$ cat src/design/eic_pkg.sv
// Shared types and constants for the edge interrupt controller.
// No dependencies; compiled first.
package eic_pkg;

  // line counts
  localparam int EDGE_LINES    = 23;
  localparam int TOTAL_LINES   = 30;
  localparam int DIRECT_LINES  = TOTAL_LINES - EDGE_LINES;
  localparam int RESERVED_LINE = 18;
  localparam int LAST_EDGE     = 22;
  localparam int DATA_W        = 32;

  // item codes
  localparam logic [1:0] OP_WRITE = 2'd0;
  localparam logic [1:0] OP_READ  = 2'd1;
  localparam logic [1:0] OP_TICK  = 2'd2;

  // register indexes
  localparam logic [2:0] REG_INT_MASK   = 3'd0;
  localparam logic [2:0] REG_EVENT_MASK = 3'd1;
  localparam logic [2:0] REG_RISE       = 3'd2;
  localparam logic [2:0] REG_FALL       = 3'd3;
  localparam logic [2:0] REG_PENDING    = 3'd4;

  // implemented bits
  localparam logic [DATA_W-1:0] IMPL_MASK_RAW = 32'h37FF_FFFF;
  localparam logic [TOTAL_LINES-1:0] IMPL_MASK = IMPL_MASK_RAW[TOTAL_LINES-1:0];
  localparam logic [EDGE_LINES-1:0] EDGE_MASK =
    ~(EDGE_LINES'(1) << RESERVED_LINE);

  // gpio group masks over the low 16 lines
  localparam logic [15:0] GROUP_PAIR_LOW  = 16'h0003;
  localparam logic [15:0] GROUP_PAIR_HIGH = 16'h000C;
  localparam logic [15:0] GROUP_UPPER     = 16'hFFF0;

  typedef struct packed {
    logic [DATA_W-1:0]      read_data;
    logic [TOTAL_LINES-1:0] line_requests;
    logic                   group_low_pair;
    logic                   group_high_pair;
    logic                   group_upper_pins;
    logic [EDGE_LINES-1:0]  event_pulses;
    logic                   bad_access;
  } eic_result_t;

endpackage

$ cat src/design/eic_if.sv
// Valid/ready channel interfaces for the edge interrupt controller.
// Depends on eic_pkg for field widths.
interface eic_in_if;
  logic                            valid;
  logic                            ready;
  logic [1:0]                      opcode;
  logic [2:0]                      reg_index;
  logic [eic_pkg::DATA_W-1:0]      write_data;
  logic [eic_pkg::TOTAL_LINES-1:0] line_levels;

  modport source (output valid, output opcode, output reg_index, output write_data,
                  output line_levels, input ready);
  modport sink   (input valid, input opcode, input reg_index, input write_data,
                  input line_levels, output ready);
endinterface

interface eic_out_if;
  logic                            valid;
  logic                            ready;
  logic [eic_pkg::DATA_W-1:0]      read_data;
  logic [eic_pkg::TOTAL_LINES-1:0] line_requests;
  logic                            group_low_pair;
  logic                            group_high_pair;
  logic                            group_upper_pins;
  logic [eic_pkg::EDGE_LINES-1:0]  event_pulses;
  logic                            bad_access;

  modport source (output valid, output read_data, output line_requests,
                  output group_low_pair, output group_high_pair,
                  output group_upper_pins, output event_pulses,
                  output bad_access, input ready);
  modport sink   (input valid, input read_data, input line_requests,
                  input group_low_pair, input group_high_pair,
                  input group_upper_pins, input event_pulses,
                  input bad_access, output ready);
endinterface

$ cat src/design/eic_regfile.sv
// Register file, edge detection and request logic of the interrupt controller.
// Depends on eic_pkg; updates its state on each accepted beat.
module eic_regfile (
  input  logic                            clk,
  input  logic                            rst_n,
  input  logic                            accept,
  input  logic [1:0]                      opcode,
  input  logic [2:0]                      reg_index,
  input  logic [eic_pkg::DATA_W-1:0]      write_data,
  input  logic [eic_pkg::TOTAL_LINES-1:0] line_levels,
  output eic_pkg::eic_result_t            result
);
  import eic_pkg::*;

  logic [TOTAL_LINES-1:0] int_mask_r, int_mask_nxt;
  logic [TOTAL_LINES-1:0] event_mask_r, event_mask_nxt;
  logic [EDGE_LINES-1:0]  rise_r, rise_nxt;
  logic [EDGE_LINES-1:0]  fall_r, fall_nxt;
  logic [EDGE_LINES-1:0]  pending_r, pending_nxt;
  logic [TOTAL_LINES-1:0] prev_levels_r, prev_levels_nxt;

  logic [EDGE_LINES-1:0]  edge_levels;
  logic [EDGE_LINES-1:0]  edge_prev;
  logic [EDGE_LINES-1:0]  hits;
  logic                   idx_ok;
  logic [DATA_W-1:0]      rd_data;
  logic [EDGE_LINES-1:0]  events;
  logic [TOTAL_LINES-1:0] req;

  // selected edges on edge lines
  assign edge_levels = line_levels[EDGE_LINES-1:0];
  assign edge_prev   = prev_levels_r[EDGE_LINES-1:0];
  assign hits = ((edge_levels & ~edge_prev & rise_r) |
                 (~edge_levels & edge_prev & fall_r)) & EDGE_MASK;

  // index decode
  always_comb begin
    unique case (reg_index)
      REG_INT_MASK, REG_EVENT_MASK, REG_RISE, REG_FALL, REG_PENDING: idx_ok = 1'b1;
      default: idx_ok = 1'b0;
    endcase
  end

  // next state and read data
  always_comb begin
    int_mask_nxt    = int_mask_r;
    event_mask_nxt  = event_mask_r;
    rise_nxt        = rise_r;
    fall_nxt        = fall_r;
    pending_nxt     = pending_r;
    prev_levels_nxt = prev_levels_r;
    rd_data         = '0;
    events          = '0;
    unique case (opcode)
      OP_WRITE: begin
        unique case (reg_index)
          REG_INT_MASK:   int_mask_nxt   = write_data[TOTAL_LINES-1:0] & IMPL_MASK;
          REG_EVENT_MASK: event_mask_nxt = write_data[TOTAL_LINES-1:0] & IMPL_MASK;
          REG_RISE:       rise_nxt       = write_data[EDGE_LINES-1:0] & EDGE_MASK;
          REG_FALL:       fall_nxt       = write_data[EDGE_LINES-1:0] & EDGE_MASK;
          REG_PENDING:    pending_nxt    = pending_r & ~write_data[EDGE_LINES-1:0];
          default: ;
        endcase
      end
      OP_READ: begin
        unique case (reg_index)
          REG_INT_MASK:   rd_data = DATA_W'(int_mask_r);
          REG_EVENT_MASK: rd_data = DATA_W'(event_mask_r);
          REG_RISE:       rd_data = DATA_W'(rise_r);
          REG_FALL:       rd_data = DATA_W'(fall_r);
          REG_PENDING:    rd_data = DATA_W'(pending_r);
          default: ;
        endcase
      end
      OP_TICK: begin
        pending_nxt     = (pending_r | hits) & EDGE_MASK;
        events          = hits & event_mask_r[EDGE_LINES-1:0];
        prev_levels_nxt = line_levels;
      end
      default: ;
    endcase
  end

  // requests from the updated state
  assign req = {prev_levels_nxt[TOTAL_LINES-1:EDGE_LINES] &
                int_mask_nxt[TOTAL_LINES-1:EDGE_LINES],
                pending_nxt & int_mask_nxt[EDGE_LINES-1:0]};

  always_comb begin
    result.read_data        = rd_data;
    result.line_requests    = req;
    result.group_low_pair   = |(req[15:0] & GROUP_PAIR_LOW);
    result.group_high_pair  = |(req[15:0] & GROUP_PAIR_HIGH);
    result.group_upper_pins = |(req[15:0] & GROUP_UPPER);
    result.event_pulses     = events;
    result.bad_access       = ((opcode == OP_WRITE) || (opcode == OP_READ)) && !idx_ok;
  end

  // state registers
  always_ff @(posedge clk) begin
    if (!rst_n) begin
      int_mask_r    <= '0;
      event_mask_r  <= '0;
      rise_r        <= '0;
      fall_r        <= '0;
      pending_r     <= '0;
      prev_levels_r <= '0;
    end else if (accept) begin
      int_mask_r    <= int_mask_nxt;
      event_mask_r  <= event_mask_nxt;
      rise_r        <= rise_nxt;
      fall_r        <= fall_nxt;
      pending_r     <= pending_nxt;
      prev_levels_r <= prev_levels_nxt;
    end
  end

endmodule

$ cat src/design/edge_interrupt_controller_core.sv
// A result goes to the output register, or to the skid register while the output stalls.
// Throughput: one beat per cycle while the skid register is empty.
// A two-entry output buffer (output register plus skid register) keeps input ready
// registered, so one input beat is still taken while a result waits.
// Reset (synchronous, rst_n low) clears the controller state and both buffer valid flags;
// the buffer payload registers are not reset. Depends on eic_pkg, eic_if and eic_regfile.
module edge_interrupt_controller_core (
  input  logic clk,
  input  logic rst_n,
  eic_in_if.sink    in_ch,
  eic_out_if.source out_ch
);
  import eic_pkg::*;

  logic        accept;
  logic        in_ready;
  logic        out_valid_r, out_valid_nxt;
  logic        skid_valid_r, skid_valid_nxt;
  eic_result_t res;
  eic_result_t out_data_r, out_data_nxt;
  eic_result_t skid_data_r, skid_data_nxt;

  assign in_ready    = !skid_valid_r;
  assign in_ch.ready = in_ready;
  assign accept      = in_ch.valid && in_ready;

  eic_regfile u_regs (
    .clk         (clk),
    .rst_n       (rst_n),
    .accept      (accept),
    .opcode      (in_ch.opcode),
    .reg_index   (in_ch.reg_index),
    .write_data  (in_ch.write_data),
    .line_levels (in_ch.line_levels),
    .result      (res)
  );

  // output buffer steering
  always_comb begin
    out_valid_nxt  = out_valid_r;
    skid_valid_nxt = skid_valid_r;
    out_data_nxt   = out_data_r;
    skid_data_nxt  = skid_data_r;
    if (out_valid_r && !out_ch.ready) begin
      if (accept) begin
        skid_valid_nxt = 1'b1;
        skid_data_nxt  = res;
      end
    end else if (skid_valid_r) begin
      out_valid_nxt  = 1'b1;
      out_data_nxt   = skid_data_r;
      skid_valid_nxt = 1'b0;
    end else begin
      out_valid_nxt = accept;
      if (accept) begin
        out_data_nxt = res;
      end
    end
  end

  // control registers
  always_ff @(posedge clk) begin
    if (!rst_n) begin
      out_valid_r  <= 1'b0;
      skid_valid_r <= 1'b0;
    end else begin
      out_valid_r  <= out_valid_nxt;
      skid_valid_r <= skid_valid_nxt;
    end
  end

  // payload registers
  always_ff @(posedge clk) begin
    out_data_r  <= out_data_nxt;
    skid_data_r <= skid_data_nxt;
  end

  assign out_ch.valid            = out_valid_r;
  assign out_ch.read_data        = out_data_r.read_data;
  assign out_ch.line_requests    = out_data_r.line_requests;
  assign out_ch.group_low_pair   = out_data_r.group_low_pair;
  assign out_ch.group_high_pair  = out_data_r.group_high_pair;
  assign out_ch.group_upper_pins = out_data_r.group_upper_pins;
  assign out_ch.event_pulses     = out_data_r.event_pulses;
  assign out_ch.bad_access       = out_data_r.bad_access;

endmodule

$ cat src/flat_wrapper.sv
// flat-port wrapper written by rule: the top's interface ports become plain ports
module edge_interrupt_controller_core_flat import eic_pkg::*;
  (clk, rst_n, in_ch_valid, in_ch_opcode, in_ch_reg_index, in_ch_write_data, in_ch_line_levels, in_ch_ready, out_ch_valid, out_ch_read_data, out_ch_line_requests, out_ch_group_low_pair, out_ch_group_high_pair, out_ch_group_upper_pins, out_ch_event_pulses, out_ch_bad_access, out_ch_ready);
  eic_in_if in_ch_i ();
  eic_out_if out_ch_i ();
  input  logic clk;
  input  logic rst_n;
  input wire logic [$bits(in_ch_i.valid)-1:0] in_ch_valid;
  input wire logic [$bits(in_ch_i.opcode)-1:0] in_ch_opcode;
  input wire logic [$bits(in_ch_i.reg_index)-1:0] in_ch_reg_index;
  input wire logic [$bits(in_ch_i.write_data)-1:0] in_ch_write_data;
  input wire logic [$bits(in_ch_i.line_levels)-1:0] in_ch_line_levels;
  output wire logic [$bits(in_ch_i.ready)-1:0] in_ch_ready;
  output wire logic [$bits(out_ch_i.valid)-1:0] out_ch_valid;
  output wire logic [$bits(out_ch_i.read_data)-1:0] out_ch_read_data;
  output wire logic [$bits(out_ch_i.line_requests)-1:0] out_ch_line_requests;
  output wire logic [$bits(out_ch_i.group_low_pair)-1:0] out_ch_group_low_pair;
  output wire logic [$bits(out_ch_i.group_high_pair)-1:0] out_ch_group_high_pair;
  output wire logic [$bits(out_ch_i.group_upper_pins)-1:0] out_ch_group_upper_pins;
  output wire logic [$bits(out_ch_i.event_pulses)-1:0] out_ch_event_pulses;
  output wire logic [$bits(out_ch_i.bad_access)-1:0] out_ch_bad_access;
  input wire logic [$bits(out_ch_i.ready)-1:0] out_ch_ready;
  assign in_ch_i.valid = in_ch_valid;
  assign in_ch_i.opcode = in_ch_opcode;
  assign in_ch_i.reg_index = in_ch_reg_index;
  assign in_ch_i.write_data = in_ch_write_data;
  assign in_ch_i.line_levels = in_ch_line_levels;
  assign in_ch_ready = in_ch_i.ready;
  assign out_ch_valid = out_ch_i.valid;
  assign out_ch_read_data = out_ch_i.read_data;
  assign out_ch_line_requests = out_ch_i.line_requests;
  assign out_ch_group_low_pair = out_ch_i.group_low_pair;
  assign out_ch_group_high_pair = out_ch_i.group_high_pair;
  assign out_ch_group_upper_pins = out_ch_i.group_upper_pins;
  assign out_ch_event_pulses = out_ch_i.event_pulses;
  assign out_ch_bad_access = out_ch_i.bad_access;
  assign out_ch_i.ready = out_ch_ready;
  edge_interrupt_controller_core u_core (.clk(clk), .rst_n(rst_n), .in_ch(in_ch_i), .out_ch(out_ch_i));
endmodule
$ cat config.mk
export PLATFORM = sky130hd
export DESIGN_NAME = edge_interrupt_controller_core_flat
export DESIGN_NICKNAME = d
export VERILOG_FILES = /design/src/design/eic_pkg.sv /design/src/design/eic_if.sv /design/src/design/eic_regfile.sv /design/src/design/edge_interrupt_controller_core.sv /design/src/flat_wrapper.sv
export SDC_FILE = /design/constraint.sdc
export NUM_CORES = 1
export LEC_CHECK = 0
export BUFFER_PORTS_ARGS = -buffer_cell sky130_fd_sc_hd__buf_4
export CORE_MARGIN = 4
export CORE_UTILIZATION = 40
export DETAILED_ROUTE_END_ITERATION = 6
export PLACE_DENSITY = 0.66
export SLEW_MARGIN = 20
export SYNTH_ARGS = -nofsm -noshare
export SYNTH_HDL_FRONTEND = slang
export SYNTH_SLANG_ARGS = --single-unit
$ cat constraint.sdc
create_clock -name clk -period 8.2 [get_ports clk]
set_clock_uncertainty 0.2 [all_clocks]
set_input_delay 0.41 -clock clk [delete_from_list [all_inputs] [get_ports clk]]
set_output_delay 0.41 -clock clk [all_outputs]
set_load 0.005 [all_outputs]
==> impl_results.rst <==
.. list-table::
   :header-rows: 1

   * - Metric
     - Value
   * - Area of the die
     - ~40,000 µm²
   * - Number of DRC violations after detailed-routing iteration 0
     - roughly 1.1k
   * - Via density per instance
     - 5.47
   * - Maximum capacitance violations
     - 0
   * - H-tree level count
     - 2
   * - Final min period
     - roughly 3.2 ns
   * - Clock tree from TritonCTS
     - built
   * - Cell accounting for the most synthesized area
     - sky130_fd_sc_hd__edfxtp_1
   * - Worst max-slew margin expressed relative to the limit
     - between 20% and 30%
   * - Fraction of synthesized cell area taken by the top area cell type
     - a little over a third
   * - Dominant cells by area after synthesis
     - sky130_fd_sc_hd__edfxtp_1 (35%), sky130_fd_sc_hd__dfxtp_1 (21%), sky130_fd_sc_hd__nand2_1 (9.2%)
   * - Share of total power consumed by net switching
     - between 20 and 25%
   * - Final-stage net count
     - around 1.7k
   * - Via count of the routed design
     - 11.4k
   * - Commonest non-fill, non-tap cells in the layout
     - sky130_fd_sc_hd__nand2_1 (361), sky130_fd_sc_hd__edfxtp_1 (172), sky130_fd_sc_hd__buf_4 (171)
   * - Reported net switching power
     - between 700 and 800 µW
   * - Post-placement cell area
     - between 15,000 and 20,000 µm²
   * - Fraction of layout cells with a size suffix above 1
     - ~20%
   * - Maximum fanout encountered on the critical timing path
     - 42
   * - Outcome
     - complete, no violations
   * - Maximum VDD drop
     - about 0.11 mV
   * - Cell area after technology mapping
     - 14,800 µm²
   * - Port bufs
     - between 150 and 200
   * - Number of synthesized register bits
     - 329
   * - Core ar.
     - 36,500 µm²
   * - Cells after synthesis
     - 1,416
   * - Global route total overflow
     - 0
   * - CTS-repair resized insts
     - 0
   * - Clk pin slew, worst setup/hold paths
     - about 0.060 ns
   * - Pin count of the biggest net entering global routing
     - 97
   * - Power per cell area
     - around 200 nW/µm²
   * - Number of setup violations in the final report
     - 0
   * - Wire length of the first global-routing pass
     - 65.5 mm
   * - Number of detailed-routing iterations run before antenna repair
     - 5
   * - Data required time of the critical path
     - 8.26 ns
   * - Synth-to-layout area growth
     - 21.6%
   * - Min-Delay Path Class
     - primary input to register
   * - Element type at the critical path end
     - register
   * - Antenna violations before repair
     - 2
   * - Clock tree root driver cell
     - sky130_fd_sc_hd__clkbuf_16
   * - Total count of max-transition violations in the final report
     - 0
   * - Relative contribution of combinational cells to total power
     - approximately 6.6%
   * - Max Clock Freq
     - about 310 MHz
   * - Vertical die dimension
     - 200 µm
   * - Fin. Hold Viols
     - 0
   * - Sort of element at the start of the critical path
     - primary input
   * - Top Ports
     - about 160
   * - Final Power
     - 3620 µW
   * - Clk_lat worst skew
     - around 0.52 ns
   * - Flop pwr share
     - 49.3%
   * - Warnings, synthesis
     - 0
   * - Cts bufs inserted
     - 36
   * - Final wirelength
     - 42.8 mm
   * - Pin slew with the least headroom to its limit
     - around 1.2 ns
   * - Commonest non-fill, non-tap cell in the layout
     - sky130_fd_sc_hd__nand2_1
   * - Final Cell Area
     - approximately 18,000 µm²
   * - Start-to-end type of the worst setup path
     - primary input to register
   * - Clock tree buffer depth
     - 3
   * - Final cell count without fillers
     - ~2.1k
   * - RePlAce Congestion
     - between 0.8 and 0.9
   * - Average footprint of a synthesized cell
     - between 10 and 15 µm²
   * - Wire per inst
     - between 20 and 25 µm
   * - Signal arrival time at the worst endpoint
     - between 3 and 4 ns
   * - Placed instance count
     - approximately 2k
   * - Power Internal
     - ~2800 µW
   * - Distinct cell type count after synthesis
     - 47
   * - X dimension of the die
     - between 200 and 250 µm
   * - DRC viols
     - 0
   * - Fin crit share
     - 39.2%
   * - Leak
     - between 0.006 and 0.007 µW
   * - Number of fill cells
     - between 3k and 4k
   * - Initial core utilization
     - about two fifths
   * - Overall global routing resource usage
     - around a fifth
   * - Post-detail-place hpwl
     - 27.3 mm
   * - Via count of the first global-routing pass
     - between 10k and 15k
   * - Unrepaired setup endpoints after global routing
     - no
   * - Setup TNS
     - 0 ns
   * - Final ANT Viol Nets
     - 0
   * - Sequential fraction of the synthesis area
     - a little under three fifths
   * - Total number of clock tree sinks
     - approximately 330
   * - Core Rows
     - 70
   * - Part of the total power dissipated in the clock network
     - roughly 44%
## path summary, 6_finish.rpt
path	slack [ns]	cells after the start	to	from
worst max-delay path	4.99	6	u_core.out_ch.group_low_pair	in_ch_reg_index[0]
worst min-delay path	0.02	3	u_core.u_regs.event_mask_r[7]	in_ch_write_data[7]
worst max register to register	5.15	5	u_core.u_regs.fall_r[2]	u_core.skid_valid_r
worst min register to register	0.26	1	u_core.u_regs.pending_r[18]	u_core.u_regs.pending_r[18]
## what timing repair did
item,CTS,global route
hold endpoints to repair,116,0
buffers inserted,0,0
hold buffers,57,0
## Yosys cell counts (all sizes together)
library cell  count
nor3b             1
a31oi            17
o41ai             1
mux2             76
mux2i            15
nor4             11
nor2b            26
a21boi          132
nand3             4
buf              35
or2               2
o221a            12
conb              1
o221ai            4
and2             45
and3b             1
o311a             1
or3              17
and3             10
edfxtp          172
a21oi            23
o21ai             6
nor2             45
clkinv            1
nand3b           34
a41oi             1
a22oi            66
o31ai            14
nand2           361
dfxtp           157
nand2b            3
inv              23
o22ai            27
clkbuf           67
or4               1
o21a              1
nor3              3
## flip-flops by register name, indices dropped and copies added, names as in the netlist
register and count:
u_core.skid_data_r 86, u_core.out_ch.line_requests 30, u_core.out_ch.read_data 30, u_core.u_regs.int_mask_r 30, u_core.u_regs.event_mask_r 29, u_core.u_regs.prev_levels_r 29
u_core.u_regs.pending_r 23, u_core.out_ch.event_pulses 22, u_core.u_regs.fall_r 22, u_core.u_regs.rise_r 22, u_core.out_ch.bad_access 1, u_core.out_ch.group_high_pair 1
u_core.out_ch.group_low_pair 1, u_core.out_ch.group_upper_pins 1, u_core.out_ch.valid 1, u_core.skid_valid_r 1
## layer usage
layer | up-vias | global-route usage, % | share of wire [%] | wire, µm
li1 | 5343 | - | - | -
met1 | 5451 | 29.9 | 46 | 19500
met2 | 489 | 29.7 | 43 | 18300
met3 | 79 | 5.83 | 9.4 | 4010
met4 | 0 | 6.07 | 2.4 | 1030
met5 | - | 0 | 0 | 0
## per-stage QoR
stage | util, % | hold slack [ns] | setup slack (ns)
floorplan | - | 0.235 | 3.14
global placement | 44.5 | 0.242 | 4.50
detailed placement | 44.5 | 0.249 | 4.56
CTS | 49.2 | 0.000540 | 4.86
global route | 49.2 | 0.0246 | 4.79
finish | 49.2 | 0.0215 | 4.99
## worst max-delay path: stages
cell,delay (ns)
sky130_fd_sc_hd__buf_4,0.54
sky130_fd_sc_hd__or2_1,0.75
sky130_fd_sc_hd__nor2_4,0.34
sky130_fd_sc_hd__o221ai_1,0.75
sky130_fd_sc_hd__nand2_1,0.15
sky130_fd_sc_hd__mux2_2,0.31
## layout make-up
class	instances	area [µm²]	area share (%)
diodes	2	5.00	0.0279
well taps	468	586	3.26
clock inverters	10	124	0.690
clock buffers	54	1020	5.68
inverters	24	90.1	0.501
multi-input cells	963	5970	33.3
flip-flops and latches	329	8310	46.3
repair buffers	228	1850	10.3
## power by group through the flow
stage | Clock, µW | Sequential (µW) | Combinational [µW]
final | 1600 | 1790 | 239
after global routing | 1690 | 1790 | 255
after CTS | 1630 | 1790 | 239
after detailed placement | 0 | 1820 | 215
after global placement | 0 | 1820 | 212
after floorplan | 0 | 1820 | 95.0
## cell families (layout without fill, tap and decap cells)
logic type	count (synthesis)	in the layout	share of synthesized area [%]
buffers and inverters	126	316	3.63
AO/OA/AOI/OAI	305	305	15.2
other	1	5	0.0254
multiplexers	91	91	6.81
flip-flops	329	329	56.3
AND/OR/NAND/NOR	564	564	18.1
Power figures use the tool's default switching activity.
